**src/hw/rtl/bpfm_pkg.sv**
```systemverilog
`default_nettype none
package bpfm_pkg;
   localparam int MAX_FRAMES  = 8;
   localparam int FRAME_BITS  = 3;
   localparam int NACT_BITS   = 4;
   localparam int PAGE_BITS   = 10;
   localparam int QUEUE_DEPTH = 8;
   localparam int PIN_BITS    = 4;
   localparam int AGE_BITS    = 16;
   localparam int CNT_BITS    = 32;
   localparam int SWEEP_BITS  = 5;

   localparam logic [1:0] CMD_REQUEST = 2'd0;
   localparam logic [1:0] CMD_RELEASE = 2'd1;
   localparam logic [1:0] CMD_HOLD    = 2'd2;
   localparam logic [1:0] CMD_UNHOLD  = 2'd3;

   localparam logic [1:0] POL_LRU = 2'd0;
   localparam logic [1:0] POL_MRU = 2'd1;

   localparam logic [2:0] ST_OK     = 3'd0;
   localparam logic [2:0] ST_NOFREE = 3'd1;
   localparam logic [2:0] ST_NOTRES = 3'd2;
   localparam logic [2:0] ST_NOTUSE = 3'd3;
   localparam logic [2:0] ST_HELD   = 3'd4;
   localparam logic [2:0] ST_UNHELD = 3'd5;
   localparam logic [2:0] ST_FULL   = 3'd6;

   localparam logic CSR_POLICY = 1'b0;
   localparam logic CSR_ACTIVE = 1'b1;

   typedef struct packed {
      logic latch;
      logic scan_init;
      logic scan_step;
      logic sweep_step;
      logic apply;
   } ctrl_cmd_type;

   typedef struct packed {
      logic need_scan;
      logic clock_mode;
      logic scan_last;
      logic best_valid;
      logic sweep_hit;
      logic sweep_last;
   } ctrl_stat_type;
endpackage
`default_nettype wire

```
**src/hw/rtl/bpfm_ctrl.sv**
```systemverilog
`default_nettype none
module bpfm_ctrl (
   input  wire logic                    clock,
   input  wire logic                    reset,
   input  wire logic                    start,
   output logic                         busy,
   input  wire bpfm_pkg::ctrl_stat_type stat,
   output bpfm_pkg::ctrl_cmd_type       cmd
);
   import bpfm_pkg::*;

   typedef enum logic [4:0] {
      S_IDLE  = 5'b00001,
      S_LOOK  = 5'b00010,
      S_SCAN  = 5'b00100,
      S_SWEEP = 5'b01000,
      S_APPLY = 5'b10000
   } state_type;

   state_type state_ff, state_in;

   // sequence one transaction: lookup, victim scan, clock sweep, update
   always_comb begin
      state_in = state_ff;
      cmd = '0;
      case (state_ff)
         S_IDLE: begin
            if (start) begin
               cmd.latch = 1'b1;
               state_in = S_LOOK;
            end
         end
         S_LOOK: begin
            cmd.scan_init = 1'b1;
            state_in = stat.need_scan ? S_SCAN : S_APPLY;
         end
         S_SCAN: begin
            cmd.scan_step = 1'b1;
            if (stat.scan_last) state_in = stat.clock_mode ? S_SWEEP : S_APPLY;
         end
         S_SWEEP: begin
            if (!stat.best_valid) begin
               state_in = S_APPLY;
            end else begin
               cmd.sweep_step = 1'b1;
               if (stat.sweep_hit || stat.sweep_last) state_in = S_APPLY;
            end
         end
         S_APPLY: begin
            cmd.apply = 1'b1;
            state_in = S_IDLE;
         end
         default: state_in = S_IDLE;
      endcase
   end

   always_ff @(posedge clock) begin
      if (reset) state_ff <= S_IDLE;
      else state_ff <= state_in;
   end

   assign busy = (state_ff != S_IDLE);
endmodule
`default_nettype wire

```
**src/hw/rtl/bpfm_datapath.sv**
```systemverilog
`default_nettype none
module bpfm_datapath (
   input  wire logic                    clock,
   input  wire logic                    reset,
   input  wire bpfm_pkg::ctrl_cmd_type  cmd,
   output bpfm_pkg::ctrl_stat_type      stat,
   input  wire logic                    csr_write_enable,
   input  wire logic                    csr_index,
   input  wire logic [3:0]              csr_write_data,
   input  wire logic [1:0]              req_cmd,
   input  wire logic [bpfm_pkg::PAGE_BITS-1:0] req_page_id,
   input  wire logic                    req_is_write,
   output logic                         rsp_valid,
   output logic [2:0]                   rsp_status,
   output logic                         rsp_hit,
   output logic [bpfm_pkg::FRAME_BITS-1:0] rsp_frame_index,
   output logic                         rsp_evicted_valid,
   output logic [bpfm_pkg::PAGE_BITS-1:0] rsp_evicted_page,
   output logic                         rsp_released_write,
   output logic                         rsp_frame_held,
   output logic [bpfm_pkg::CNT_BITS-1:0] rsp_hit_count,
   output logic [bpfm_pkg::CNT_BITS-1:0] rsp_request_count
);
   import bpfm_pkg::*;

   localparam logic [AGE_BITS-1:0] AGE_MAX = '1;
   localparam logic [CNT_BITS-1:0] CNT_MAX = '1;

   logic [1:0]           policy_ff;
   logic [NACT_BITS-1:0] active_ff;

   logic [1:0]           op_ff;
   logic [PAGE_BITS-1:0] page_ff;
   logic                 wr_ff;

   logic [PAGE_BITS-1:0]   page_ff_a [MAX_FRAMES], page_in [MAX_FRAMES];
   logic [MAX_FRAMES-1:0]  valid_ff, valid_in;
   logic [PIN_BITS-1:0]    pin_ff [MAX_FRAMES], pin_in [MAX_FRAMES];
   logic [QUEUE_DEPTH-1:0] fifo_ff [MAX_FRAMES], fifo_in [MAX_FRAMES];
   logic [PIN_BITS-1:0]    wcnt_ff [MAX_FRAMES], wcnt_in [MAX_FRAMES];
   logic [MAX_FRAMES-1:0]  dirty_ff, dirty_in;
   logic [MAX_FRAMES-1:0]  held_ff, held_in;
   logic [MAX_FRAMES-1:0]  ref_ff, ref_in;
   logic [AGE_BITS-1:0]    age_ff [MAX_FRAMES], age_in [MAX_FRAMES];
   logic [FRAME_BITS-1:0]  hand_ff, hand_in;
   logic [CNT_BITS-1:0]    hits_ff, hits_in;
   logic [CNT_BITS-1:0]    reqs_ff, reqs_in;

   logic [FRAME_BITS-1:0] scan_idx_ff;
   logic [FRAME_BITS-1:0] best_ff;
   logic [AGE_BITS-1:0]   best_age_ff;
   logic                  best_valid_ff;
   logic [SWEEP_BITS-1:0] sweep_cnt_ff;
   logic [FRAME_BITS-1:0] vic_ff;
   logic                  vic_found_ff;

   logic [MAX_FRAMES-1:0] elig;
   logic [NACT_BITS-1:0]  n_act;
   logic [FRAME_BITS-1:0] last_idx;
   logic                  clock_mode;
   logic                  match_any;
   logic [FRAME_BITS-1:0] match_idx;

   // saturate the active count and mark replaceable frames
   always_comb begin
      if (active_ff == '0) n_act = NACT_BITS'(1);
      else if (active_ff > NACT_BITS'(MAX_FRAMES)) n_act = NACT_BITS'(MAX_FRAMES);
      else n_act = active_ff;
      last_idx = FRAME_BITS'(n_act - NACT_BITS'(1));
      clock_mode = !(policy_ff == POL_LRU || policy_ff == POL_MRU);
      for (int i = 0; i < MAX_FRAMES; i++) elig[i] = (pin_ff[i] == '0) && !held_ff[i];
   end

   // look the page up across all frames, lowest index wins
   always_comb begin
      match_any = 1'b0;
      match_idx = '0;
      for (int i = MAX_FRAMES - 1; i >= 0; i--) begin
         if (valid_ff[i] && page_ff_a[i] == page_ff) begin
            match_any = 1'b1;
            match_idx = FRAME_BITS'(i);
         end
      end
   end

   logic [FRAME_BITS-1:0] hand_eff;
   logic [FRAME_BITS-1:0] hand_next;
   logic                  scan_take;

   always_comb begin
      hand_eff = ({1'b0, hand_ff} >= n_act) ? '0 : hand_ff;
      hand_next = (hand_eff == last_idx) ? '0 : FRAME_BITS'(hand_eff + FRAME_BITS'(1));
      scan_take = elig[scan_idx_ff] &&
                  (!best_valid_ff || clock_mode ||
                   (policy_ff == POL_LRU ? age_ff[scan_idx_ff] > best_age_ff
                                         : age_ff[scan_idx_ff] < best_age_ff));
   end

   assign stat.need_scan  = (op_ff == CMD_REQUEST) && !match_any;
   assign stat.clock_mode = clock_mode;
   assign stat.scan_last  = (scan_idx_ff == last_idx);
   assign stat.best_valid = best_valid_ff;
   assign stat.sweep_hit  = elig[hand_eff] && !ref_ff[hand_eff];
   assign stat.sweep_last = (sweep_cnt_ff == SWEEP_BITS'({n_act, 1'b0}));

   // apply the operation to the chosen frame
   logic [FRAME_BITS-1:0] f;
   logic [2:0]            st;
   logic                  do_hit, do_fill, do_rel, do_hold, do_unhold, do_age;
   logic                  relw, fh;
   logic [PIN_BITS-1:0]   wc_dec;

   always_comb begin
      f = match_idx;
      st = ST_OK;
      do_hit = 1'b0; do_fill = 1'b0; do_rel = 1'b0; do_hold = 1'b0; do_unhold = 1'b0;
      relw = 1'b0; fh = 1'b0;
      case (op_ff)
         CMD_REQUEST: begin
            if (match_any) begin
               if (pin_ff[match_idx] >= PIN_BITS'(QUEUE_DEPTH)) st = ST_FULL;
               else do_hit = 1'b1;
            end else if (best_valid_ff) begin
               f = (clock_mode && vic_found_ff) ? vic_ff : best_ff;
               do_fill = 1'b1;
            end else begin
               f = '0;
               st = ST_NOFREE;
            end
         end
         default: begin
            if (!match_any) begin
               f = '0;
               st = ST_NOTRES;
            end else if (op_ff == CMD_RELEASE) begin
               if (pin_ff[match_idx] == '0) begin
                  st = ST_NOTUSE;
                  fh = held_ff[match_idx];
               end else begin
                  do_rel = 1'b1;
                  relw = fifo_ff[match_idx][0];
               end
            end else if (op_ff == CMD_HOLD) begin
               if (held_ff[match_idx]) st = ST_HELD;
               else do_hold = 1'b1;
            end else begin
               if (!held_ff[match_idx]) st = ST_UNHELD;
               else do_unhold = 1'b1;
            end
         end
      endcase
      do_age = do_hit || do_fill || do_rel;
      wc_dec = (relw && wcnt_ff[f] != '0) ? PIN_BITS'(wcnt_ff[f] - PIN_BITS'(1)) : wcnt_ff[f];
   end

   // next frame state for an apply cycle or a sweep step
   always_comb begin
      for (int i = 0; i < MAX_FRAMES; i++) begin
         page_in[i] = page_ff_a[i];
         pin_in[i] = pin_ff[i];
         fifo_in[i] = fifo_ff[i];
         wcnt_in[i] = wcnt_ff[i];
         age_in[i] = age_ff[i];
      end
      valid_in = valid_ff;
      dirty_in = dirty_ff;
      held_in = held_ff;
      ref_in = ref_ff;
      hand_in = hand_ff;
      hits_in = hits_ff;
      reqs_in = reqs_ff;

      if (cmd.sweep_step) begin
         hand_in = hand_next;
         if (elig[hand_eff]) ref_in[hand_eff] = 1'b0;
      end

      if (cmd.apply) begin
         if (do_fill) begin
            page_in[f] = page_ff;
            valid_in[f] = 1'b1;
            pin_in[f] = PIN_BITS'(1);
            fifo_in[f] = QUEUE_DEPTH'(wr_ff);
            wcnt_in[f] = PIN_BITS'(wr_ff);
            dirty_in[f] = wr_ff;
            ref_in[f] = 1'b1;
            age_in[f] = '0;
         end
         if (do_hit) begin
            if (wr_ff) begin
               fifo_in[f] = fifo_ff[f] | (QUEUE_DEPTH'(1) << pin_ff[f][FRAME_BITS-1:0]);
               wcnt_in[f] = PIN_BITS'(wcnt_ff[f] + PIN_BITS'(1));
               dirty_in[f] = 1'b1;
            end
            ref_in[f] = 1'b1;
            age_in[f] = '0;
            pin_in[f] = PIN_BITS'(pin_ff[f] + PIN_BITS'(1));
            if (hits_ff != CNT_MAX) hits_in = hits_ff + CNT_BITS'(1);
         end
         if (do_rel) begin
            fifo_in[f] = fifo_ff[f] >> 1;
            wcnt_in[f] = wc_dec;
            age_in[f] = '0;
            pin_in[f] = PIN_BITS'(pin_ff[f] - PIN_BITS'(1));
            if (wc_dec == '0) dirty_in[f] = 1'b0;
         end
         if (do_hold) held_in[f] = 1'b1;
         if (do_unhold) held_in[f] = 1'b0;
         if ((do_hit || do_fill) && reqs_ff != CNT_MAX) reqs_in = reqs_ff + CNT_BITS'(1);
         // age every frame that is not held
         if (do_age) begin
            for (int i = 0; i < MAX_FRAMES; i++)
               if (!held_in[i] && age_in[i] != AGE_MAX)
                  age_in[i] = AGE_BITS'(age_in[i] + AGE_BITS'(1));
         end
      end
   end

   always_ff @(posedge clock) begin
      if (reset) begin
         policy_ff <= 2'd2;
         active_ff <= NACT_BITS'(4);
         for (int i = 0; i < MAX_FRAMES; i++) begin
            page_ff_a[i] <= '0;
            pin_ff[i] <= '0;
            fifo_ff[i] <= '0;
            wcnt_ff[i] <= '0;
            age_ff[i] <= '0;
         end
         valid_ff <= '0;
         dirty_ff <= '0;
         held_ff <= '0;
         ref_ff <= '0;
         hand_ff <= '0;
         hits_ff <= '0;
         reqs_ff <= '0;
         rsp_valid <= 1'b0;
         best_valid_ff <= 1'b0;
         vic_found_ff <= 1'b0;
         scan_idx_ff <= '0;
         sweep_cnt_ff <= '0;
      end else begin
         // configuration writes
         if (csr_write_enable) begin
            if (csr_index == CSR_POLICY) policy_ff <= csr_write_data[1:0];
            else active_ff <= csr_write_data;
         end
         for (int i = 0; i < MAX_FRAMES; i++) begin
            page_ff_a[i] <= page_in[i];
            pin_ff[i] <= pin_in[i];
            fifo_ff[i] <= fifo_in[i];
            wcnt_ff[i] <= wcnt_in[i];
            age_ff[i] <= age_in[i];
         end
         valid_ff <= valid_in;
         dirty_ff <= dirty_in;
         held_ff <= held_in;
         ref_ff <= ref_in;
         hand_ff <= hand_in;
         hits_ff <= hits_in;
         reqs_ff <= reqs_in;
         rsp_valid <= cmd.apply;

         // victim scan over the active frames, one per cycle
         if (cmd.scan_init) begin
            scan_idx_ff <= '0;
            best_valid_ff <= 1'b0;
            sweep_cnt_ff <= '0;
            vic_found_ff <= 1'b0;
         end
         if (cmd.scan_step) begin
            scan_idx_ff <= FRAME_BITS'(scan_idx_ff + FRAME_BITS'(1));
            if (scan_take) begin
               best_ff <= scan_idx_ff;
               best_age_ff <= age_ff[scan_idx_ff];
               best_valid_ff <= 1'b1;
            end
         end
         // clock hand advances one frame per cycle
         if (cmd.sweep_step) begin
            sweep_cnt_ff <= SWEEP_BITS'(sweep_cnt_ff + SWEEP_BITS'(1));
            if (elig[hand_eff] && !ref_ff[hand_eff]) begin
               vic_ff <= hand_eff;
               vic_found_ff <= 1'b1;
            end
         end
      end
      // capture the transaction
      if (cmd.latch) begin
         op_ff <= req_cmd;
         page_ff <= req_page_id;
         wr_ff <= req_is_write;
      end
      // hold the result for its strobe cycle
      if (cmd.apply) begin
         rsp_status <= st;
         rsp_hit <= do_hit;
         rsp_frame_index <= f;
         rsp_evicted_valid <= do_fill && valid_ff[f];
         rsp_evicted_page <= (do_fill && valid_ff[f]) ? page_ff_a[f] : '0;
         rsp_released_write <= relw;
         rsp_frame_held <= fh;
         rsp_hit_count <= hits_in;
         rsp_request_count <= reqs_in;
      end
   end
endmodule
`default_nettype wire

```
**src/hw/rtl/buffer_pool_frame_manager.sv**
```systemverilog
`default_nettype none
// Any transaction other than a request that misses goes from lookup straight to apply.
// A request that misses first scans each active frame for a victim, and under clock
// replacement then sweeps the hand until it finds an unreferenced frame or gives up.
// A new transaction is taken once busy is low, and rsp_valid pulses for one cycle since
// the receiver cannot stall.
// Synchronous active-high reset clears all frames, counters and the clock hand,
// and sets the policy to clock with four active frames.
module buffer_pool_frame_manager (
   input  wire logic        clock,
   input  wire logic        reset,
   input  wire logic        start,
   output logic             busy,
   input  wire logic [1:0]  req_cmd,
   input  wire logic [bpfm_pkg::PAGE_BITS-1:0] req_page_id,
   input  wire logic        req_is_write,
   output logic             rsp_valid,
   output logic [2:0]       rsp_status,
   output logic             rsp_hit,
   output logic [bpfm_pkg::FRAME_BITS-1:0] rsp_frame_index,
   output logic             rsp_evicted_valid,
   output logic [bpfm_pkg::PAGE_BITS-1:0] rsp_evicted_page,
   output logic             rsp_released_write,
   output logic             rsp_frame_held,
   output logic [bpfm_pkg::CNT_BITS-1:0] rsp_hit_count,
   output logic [bpfm_pkg::CNT_BITS-1:0] rsp_request_count,
   input  wire logic        csr_write_enable,
   input  wire logic        csr_index,
   input  wire logic [3:0]  csr_write_data
);
   import bpfm_pkg::*;

   ctrl_cmd_type  cmd;
   ctrl_stat_type stat;

   bpfm_ctrl u_ctrl (
      .clock (clock),
      .reset (reset),
      .start (start),
      .busy  (busy),
      .stat  (stat),
      .cmd   (cmd)
   );

   bpfm_datapath u_datapath (
      .clock              (clock),
      .reset              (reset),
      .cmd                (cmd),
      .stat               (stat),
      .csr_write_enable   (csr_write_enable),
      .csr_index          (csr_index),
      .csr_write_data     (csr_write_data),
      .req_cmd            (req_cmd),
      .req_page_id        (req_page_id),
      .req_is_write       (req_is_write),
      .rsp_valid          (rsp_valid),
      .rsp_status         (rsp_status),
      .rsp_hit            (rsp_hit),
      .rsp_frame_index    (rsp_frame_index),
      .rsp_evicted_valid  (rsp_evicted_valid),
      .rsp_evicted_page   (rsp_evicted_page),
      .rsp_released_write (rsp_released_write),
      .rsp_frame_held     (rsp_frame_held),
      .rsp_hit_count      (rsp_hit_count),
      .rsp_request_count  (rsp_request_count)
   );
endmodule
`default_nettype wire

```
**config.mk**
```make
export PLATFORM = sky130hd
export DESIGN_NAME = buffer_pool_frame_manager
export DESIGN_NICKNAME = d
export VERILOG_FILES = /design/src/hw/rtl/bpfm_pkg.sv /design/src/hw/rtl/bpfm_ctrl.sv /design/src/hw/rtl/bpfm_datapath.sv /design/src/hw/rtl/buffer_pool_frame_manager.sv
export SDC_FILE = /design/constraint.sdc
export NUM_CORES = 2
export LEC_CHECK = 0
export ABC_CLOCK_PERIOD_IN_PS = 5920
export BUFFER_PORTS_ARGS = -buffer_cell sky130_fd_sc_hd__clkbuf_2
export CAP_MARGIN = 20
export CORE_ASPECT_RATIO = 1.25
export CORE_MARGIN = 2
export CORE_UTILIZATION = 60
export DETAILED_ROUTE_END_ITERATION = 10
export PLACE_DENSITY = 0.85
export SLEW_MARGIN = 20
export SYNTH_ARGS = -nofsm -noshare
export SYNTH_HDL_FRONTEND = slang
export SYNTH_SLANG_ARGS = --single-unit
```
**constraint.sdc**
```tcl
create_clock -name clock -period 5.92 [get_ports clock]
set_input_delay 0.592 -clock clock [delete_from_list [all_inputs] [get_ports clock]]
set_output_delay 0.592 -clock clock [all_outputs]
set_load 0.01 [all_outputs]
```
# == Word-level counts from Yosys, hierarchy flattened ==
# Memories as Yosys holds them, arrays and structs flattened. A register that Yosys moved wholly into a read port is not among the register bits.
# Index checks and enable logic that the tools add are counted.
# totals
register_bits,221
ram_bits,304
inputBits,22
elab_cells,420
n_memories,4
# op_classes
addsub,16
magnitude_cmp,13
n_eq_ne,33
n_shift,1
muxes,190
bitwise,54
reduce_logical,82
# memory_table
memory,words,word_bits,read_ports,rd_clocked_by_memory_dff,write_ports,line_no,source
u_datapath.age_ff,8,16,9,1,8,bpfm_datapath.sv:44,"logic [AGE_BITS-1:0] age_ff [MAX_FRAMES], age_in [MAX_FRAMES];"
u_datapath.page_ff_a,8,10,9,1,8,bpfm_datapath.sv:36,"logic [PAGE_BITS-1:0] page_ff_a [MAX_FRAMES], page_in [MAX_FRAMES];"
u_datapath.fifo_ff,8,8,10,1,8,bpfm_datapath.sv:39,"logic [QUEUE_DEPTH-1:0] fifo_ff [MAX_FRAMES], fifo_in [MAX_FRAMES];"
u_datapath.pin_ff,8,4,10,0,8,bpfm_datapath.sv:38,"logic [PIN_BITS-1:0] pin_ff [MAX_FRAMES], pin_in [MAX_FRAMES];"
# ops
op,n
$mux W128,8
$mux W64,7
$and A128 B128 Y128,3
$mux W32,11
$mux W16,17
$bwmux W64,3
$mux W80,2
$mux W8,19
$add A16 B1 Y16 const B,8
$ne A16 B16 Y1 const B,8
$not A128 Y128,1
$mux W10,9
$mux W3,27
$bwmux W80,1
$eq A10 B10 Y1,8
$add A32 B1 Y32 const B,2
$bwmux W32,2
$ne A32 B32 Y1 const B,2
$mux W1,52
$demux W16 S3,1
$or A8 B8 Y8,6
$mux W4,11
$logic_not A4 Y1,10
$mux W5,8
48 further kinds,163

# == Depth between registers and ports, before layout ==
# An unclocked memory read counts as a cell.
# depth
word_depth,34
ltp_mapped,26
depth_no_buf,21

# == Modules after synthesis ==
# Synthesis repeated with hierarchy kept, for this count alone.
# hier_totals
hier_cells,3356
hier_area_um2,29492.0
# modules_own_cells
mod,instances,cells_per_inst,area_per_inst_um2,seq_area_each_um2
bpfm_datapath,1,3311,29084.1,11881.4
bpfm_ctrl,1,45,407.9,100.1

# == Worst setup path after synthesis ==
# OpenSTA, ideal clock, no wires.
# synth_timing
kind,reg2reg
startpoint,register u_datapath.page_ff[8]
endpoint,memory u_datapath.age_ff[5][9]
setup_time_ns,0.128
arrival_time_ns,5.307
t_required_ns,5.792
slack_ns,0.485
stages_incl_launch_ff,25
path_buffers,6
cell_sequence,edfxtp_1 > buf_4 > buf_2 > xnor2_1 > nand4_1 > or3_1 > nand2_2 > o31ai_1 > or3_1 > and4_1 > o32a_1 > o22ai_1 > buf_2 > buf_2 > clkbuf_1 > a21boi_0 > ha_1 > and3_1 > clkbuf_1 > a311o_1 > or4_1 > nor2_1 > nand3_1 > xnor2_1 > nor2_1
# synth_rtl
item,line_no,source
"start, declared",bpfm_datapath.sv:33,logic [PAGE_BITS-1:0] page_ff;
"start signal, assigned",bpfm_datapath.sv:291,page_ff <= req_page_id;
"end, declared",bpfm_datapath.sv:44,

==> summary.md <==
| Metric | Value |
|---|---|
| Post-synthesis net count | between 3,000 and 4,000 |
| # fillers | between 3,000 and 4,000 |
| Initial core utilization | 60.6% |
| Post-synthesis area per instance | slightly below 9 um^2 |
| Unrepaired setup endpoints after global routing | false |
| Max Root-Sink Buffers | 3 |
| Clk pin slew, worst setup/hold paths | 0.07 ns |
| Combinational power share | under 10% |
| Tmin final | 5.63 ns |
| Setup ws final | between 0.2 and 0.3 ns |
| Register Area | 12,000 um^2 |
| Vert. Die Dim | around 250 um |
| PwrDens | 253 nW/um^2 |
| WL/cell | 23.8 um |
| Pre-CTS setup slack | 0.0422 ns |
| Endpoints failing setup | 0 |
| CP max FO | 11 |
| Crit path kind | register to register |
| Slew of the pin with the lowest slew margin | approximately 1.1 ns |
| Number of global-route vias before repair | 26,000 |
| Period utilization | 95.1% |
| Synth async-reset ratio | 0% |
| Fin util | 68.0% |
| Clk pwr share | 43.9% |
| DR vias/cell | 6.68 |
| Slew Viols, Final | 0 |
| Synth cell types | between 100 and 150 |
| Total Nets Final | 3,376 |
| Core area | 46,000 um^2 |
| Ys flop type | dfxtp_1 |
| Critical Path AT | 6.13 ns |
| Die Width | ~200 um |
| Worst Setup Start Kind | register |
| Sw Share | 24.7% |
| Cell Rows | 88 |
| Status | completed |
| Worst endpoint required time | 6.42 ns |
| CTS tree | yes |
| I/O Buffers | 107 |
| Gpl congestion | 1.03 |
| Area growth, synth to finish | 12.2% |
| Sw power | 1.95 mW |
| Total global-route track usage | 38.1% |
| Max_cap viols | 0 |
| Seq/Total Area, Yosys | 42.9% |
| CTS Sinks | between 500 and 600 |
| Path type of the worst min-delay path | input port to register |
| Static Leak | 11.2 nW |
| Clock tree root buffer cell | clkbuf_16 |
| H-tree levels | 2 |
| Critical path endpoint category | register |
| Fin. Hold Viols | 0 |
| Post-Synthesis Cells | roughly 3,200 |
| Dpl cells | 3,812 |
| Routed WL | between 90,000 and 100,000 um |
| Initial antenna violation count | 1 |
| Int Pwr | 5.97 mW |
| Maximum VDD drop | approximately 0.00029 V |
| Fmax | 178 MHz |
| Post-CTS Hold Fix Bufs | 0 |
| CTS Buf Count | 53 |
| Multi-input logic area | 15,000 um^2 |
| Clk Latency, worst-skew pair | 0.63 ns |
| Synthesized flop and latch total | 539 |
| Global-route wire length before repair | roughly 140,000 um |
| Slew Limit Headroom | 26.1% |
| DRC | 0 |
| GR Overflow Total | 0 |
| Post-Route Skew | 0.0202 ns |
| Post-DP HPWL | about 66,000 um |
| Routed vias | 26,300 |
| TNS Setup | 0 ns |
| DRT Pass-1 Iters | 8 |
| Non-filler cells, final | 3,940 |
| Sequential Power Share | 48.6% |
| Largest net degree at the start of global routing | 99 |
| Die area | between 40,000 and 50,000 um^2 |
| Number of synthesized flops with an enable pin | 119 |
| First DRT Iteration DRCs | 3,143 |
| # diodes | 0 |
| Fraction of layout cells with a size suffix above 1 | 13.6% |
| Ys Warns | 0 |
| ANT nets after route | 0 |
| Ports | 108 |
| Post-Syn Area | 27,900 um^2 |
==> critical path: stages, from the launching register on <==
cell and delay (ns):
edfxtp_1 0.49, buf_4 0.22, xnor2_1 0.22, nand4_1 0.13, or3_1 0.39, a21oi_1 0.26
nor4_2 0.09, or3_1 0.42, and4_1 0.24, o32a_1 0.37, o22ai_4 0.24, nand2_1 0.21
and2_1 0.22, ha_1 0.23, and3_1 0.22, nand4_1 0.13, nor2b_1 0.24, and4_1 0.27
nand3_1 0.09, nor3_1 0.16, buf_4 0.22, nand4_1 0.16, xnor2_1 0.20, nor2_1 0.05
==> per-layer routing <==
| metal | share of wire, % | wire, um | global-route usage, % | vias to the layer above |
|---|---|---|---|---|
| met5 | 0.014 | 13 | 0.206 | - |
| met1 | 34 | 32300 | 42.3 | 12400 |
| met4 | 9.6 | 9000 | 31.7 | 2 |
| li1 | - | - | - | 11600 |
| met3 | 10 | 9660 | 9.45 | 591 |
| met2 | 46 | 43000 | 61.8 | 1783 |
==> cell usage in the layout, fill, tap and decap left out, types with 16 or more instances in the layout <==
cell | synthesis | routed
a211oi_1 | 21 | 20
mux4_2 | 43 | 43
a21oi_1 | 235 | 235
o211ai_1 | 16 | 16
edfxtp_1 | 119 | 119
nand2_1 | 514 | 514
a22oi_1 | 50 | 50
inv_1 | 52 | 50
clkbuf_2 | 0 | 106
and2_1 | 91 | 91
nor3_1 | 65 | 63
nor2_1 | 304 | 303
and3_1 | 62 | 62
buf_4 | 15 | 139
and4_1 | 18 | 18
nand4_1 | 74 | 74
clkbuf_16 | 0 | 54
nand3_1 | 136 | 135
xor2_1 | 48 | 48
xnor2_1 | 186 | 185
dfxtp_1 | 420 | 419
ha_1 | 43 | 43
or3_1 | 22 | 22
o21ai_0 | 116 | 116
mux2i_1 | 28 | 28
mux2_2 | 22 | 22
a31oi_1 | 30 | 29
a221oi_1 | 16 | 16
==> final timing paths <==
path,startpoint,slack (ns),end,depth (start not counted)
worst min register to register,u_datapath.fifo_ff[5][6],0.45,u_datapath.fifo_ff[5][6],2
worst max-delay path,u_datapath.page_ff[6],0.29,u_datapath.age_ff[6][11],23
worst max register to register,u_datapath.page_ff[6],0.29,u_datapath.age_ff[6][11],23
worst min-delay path,req_page_id[1],0.14,u_datapath.page_ff[1],1
==> Yosys cell counts (all sizes together), types with 5 or more instances <==
master / number / area [um^2]
nand2: 516 / 1940
dfxtp: 420 / 8410
nor2: 308 / 1180
a21oi: 237 / 1190
xnor2: 186 / 1630
nand3: 138 / 701
clkbuf: 134 / 503
o21ai: 131 / 656
edfxtp: 119 / 3570
and2: 93 / 582
nand4: 74 / 463
nor3: 68 / 355
and3: 62 / 388
inv: 55 / 206
buf: 54 / 317
a22oi: 51 / 397
xor2: 48 / 420
ha: 43 / 538
mux4: 43 / 968
a31oi: 30 / 188
mux2i: 30 / 325
mux2: 25 / 282
a211oi: 22 / 178
or3: 22 / 138
and4: 18 / 158
nor4: 17 / 149
o211ai: 17 / 133
a221oi: 16 / 140
a21boi: 15 / 124
o22ai: 15 / 100
o31ai: 15 / 118
a21o: 12 / 90.1
a22o: 12 / 105
o21a: 12 / 90.1
or2: 12 / 75.1
nand2b: 11 / 68.8
nand3b: 10 / 75.1
o32ai: 10 / 95.1
a211o: 8 / 70.1
nor2b: 8 / 50.1
or4: 8 / 67.6
a311oi: 6 / 58.8
a32oi: 6 / 52.6
o2111ai: 5 / 43.8
==> cell families after synthesis <==
| kind of cell | count (synthesis) | synth area share, % |
|---|---|---|
| muxes | 98 | 5.65 |
| adders and majority gates | 43 | 1.93 |
| xor gates and xnor gates | 234 | 7.34 |
| and+or+nand+nor | 1379 | 23.4 |
| buffers and inverters | 244 | 3.69 |
| DFF | 539 | 42.9 |
| AOI/OAI and AO/OA | 656 | 15.0 |
==> per-stage QoR <==
step	cell area, um^2	hold WS, ns	power [mW]
final	31300	0.140	7.92
after global routing	31300	0.131	8.11
after CTS	31000	0.133	7.85
after detailed placement	29300	0.445	4.44
after global placement	29300	0.441	4.43
after floorplan	27900	0.426	4.29
==> cell type report <==
cell class / instances / area share [%]
timing repair buffer: 251 / 5.34
tap: 585 / 2.34
clock inverter: 36 / 1.08
clock buffer: 63 / 4.52
inverter: 56 / 0.683
multi-input combinational: 2410 / 47.8
sequential: 539 / 38.3
==> power by group through the flow <==
stage / Sequential (mW) / Combinational (mW) / Clock, mW
floorplan: 3.89 / 0.398 / 0
global placement: 3.96 / 0.468 / 0
detailed placement: 3.96 / 0.478 / 0
CTS: 3.88 / 0.481 / 3.49
global route: 3.85 / 0.637 / 3.62
finish: 3.85 / 0.601 / 3.47
==> sequential cells by signal (all words and copies together) (netlist names), 4 cells and up, named ones only <==
register / flops
u_datapath.held_ff: 8
u_datapath.page_ff_a: 80
u_datapath.pin_ff: 32
u_datapath.fifo_ff: 64
u_datapath.rsp_hit_count: 32
u_datapath.rsp_request_count: 32
u_datapath.page_ff: 10
u_datapath.rsp_evicted_page: 10
u_datapath.age_ff: 128
u_datapath.ref_ff: 8
u_datapath.valid_ff: 8
u_datapath.hits_ff: 32
u_datapath.best_age_ff: 16
u_ctrl.state_ff: 5
u_datapath.sweep_cnt_ff: 5
u_datapath.active_ff: 4
u_datapath.reqs_ff: 32
==> timing repair <==
action | 4_1_cts | 5_1_grt
endpoints found under the setup margin | 0 | 54
hold endpoints to repair | 0 | 0
setup buffers | 0 | 29
resized for setup | 0 | 4
No activity file was read; power rests on OpenSTA's default activity.
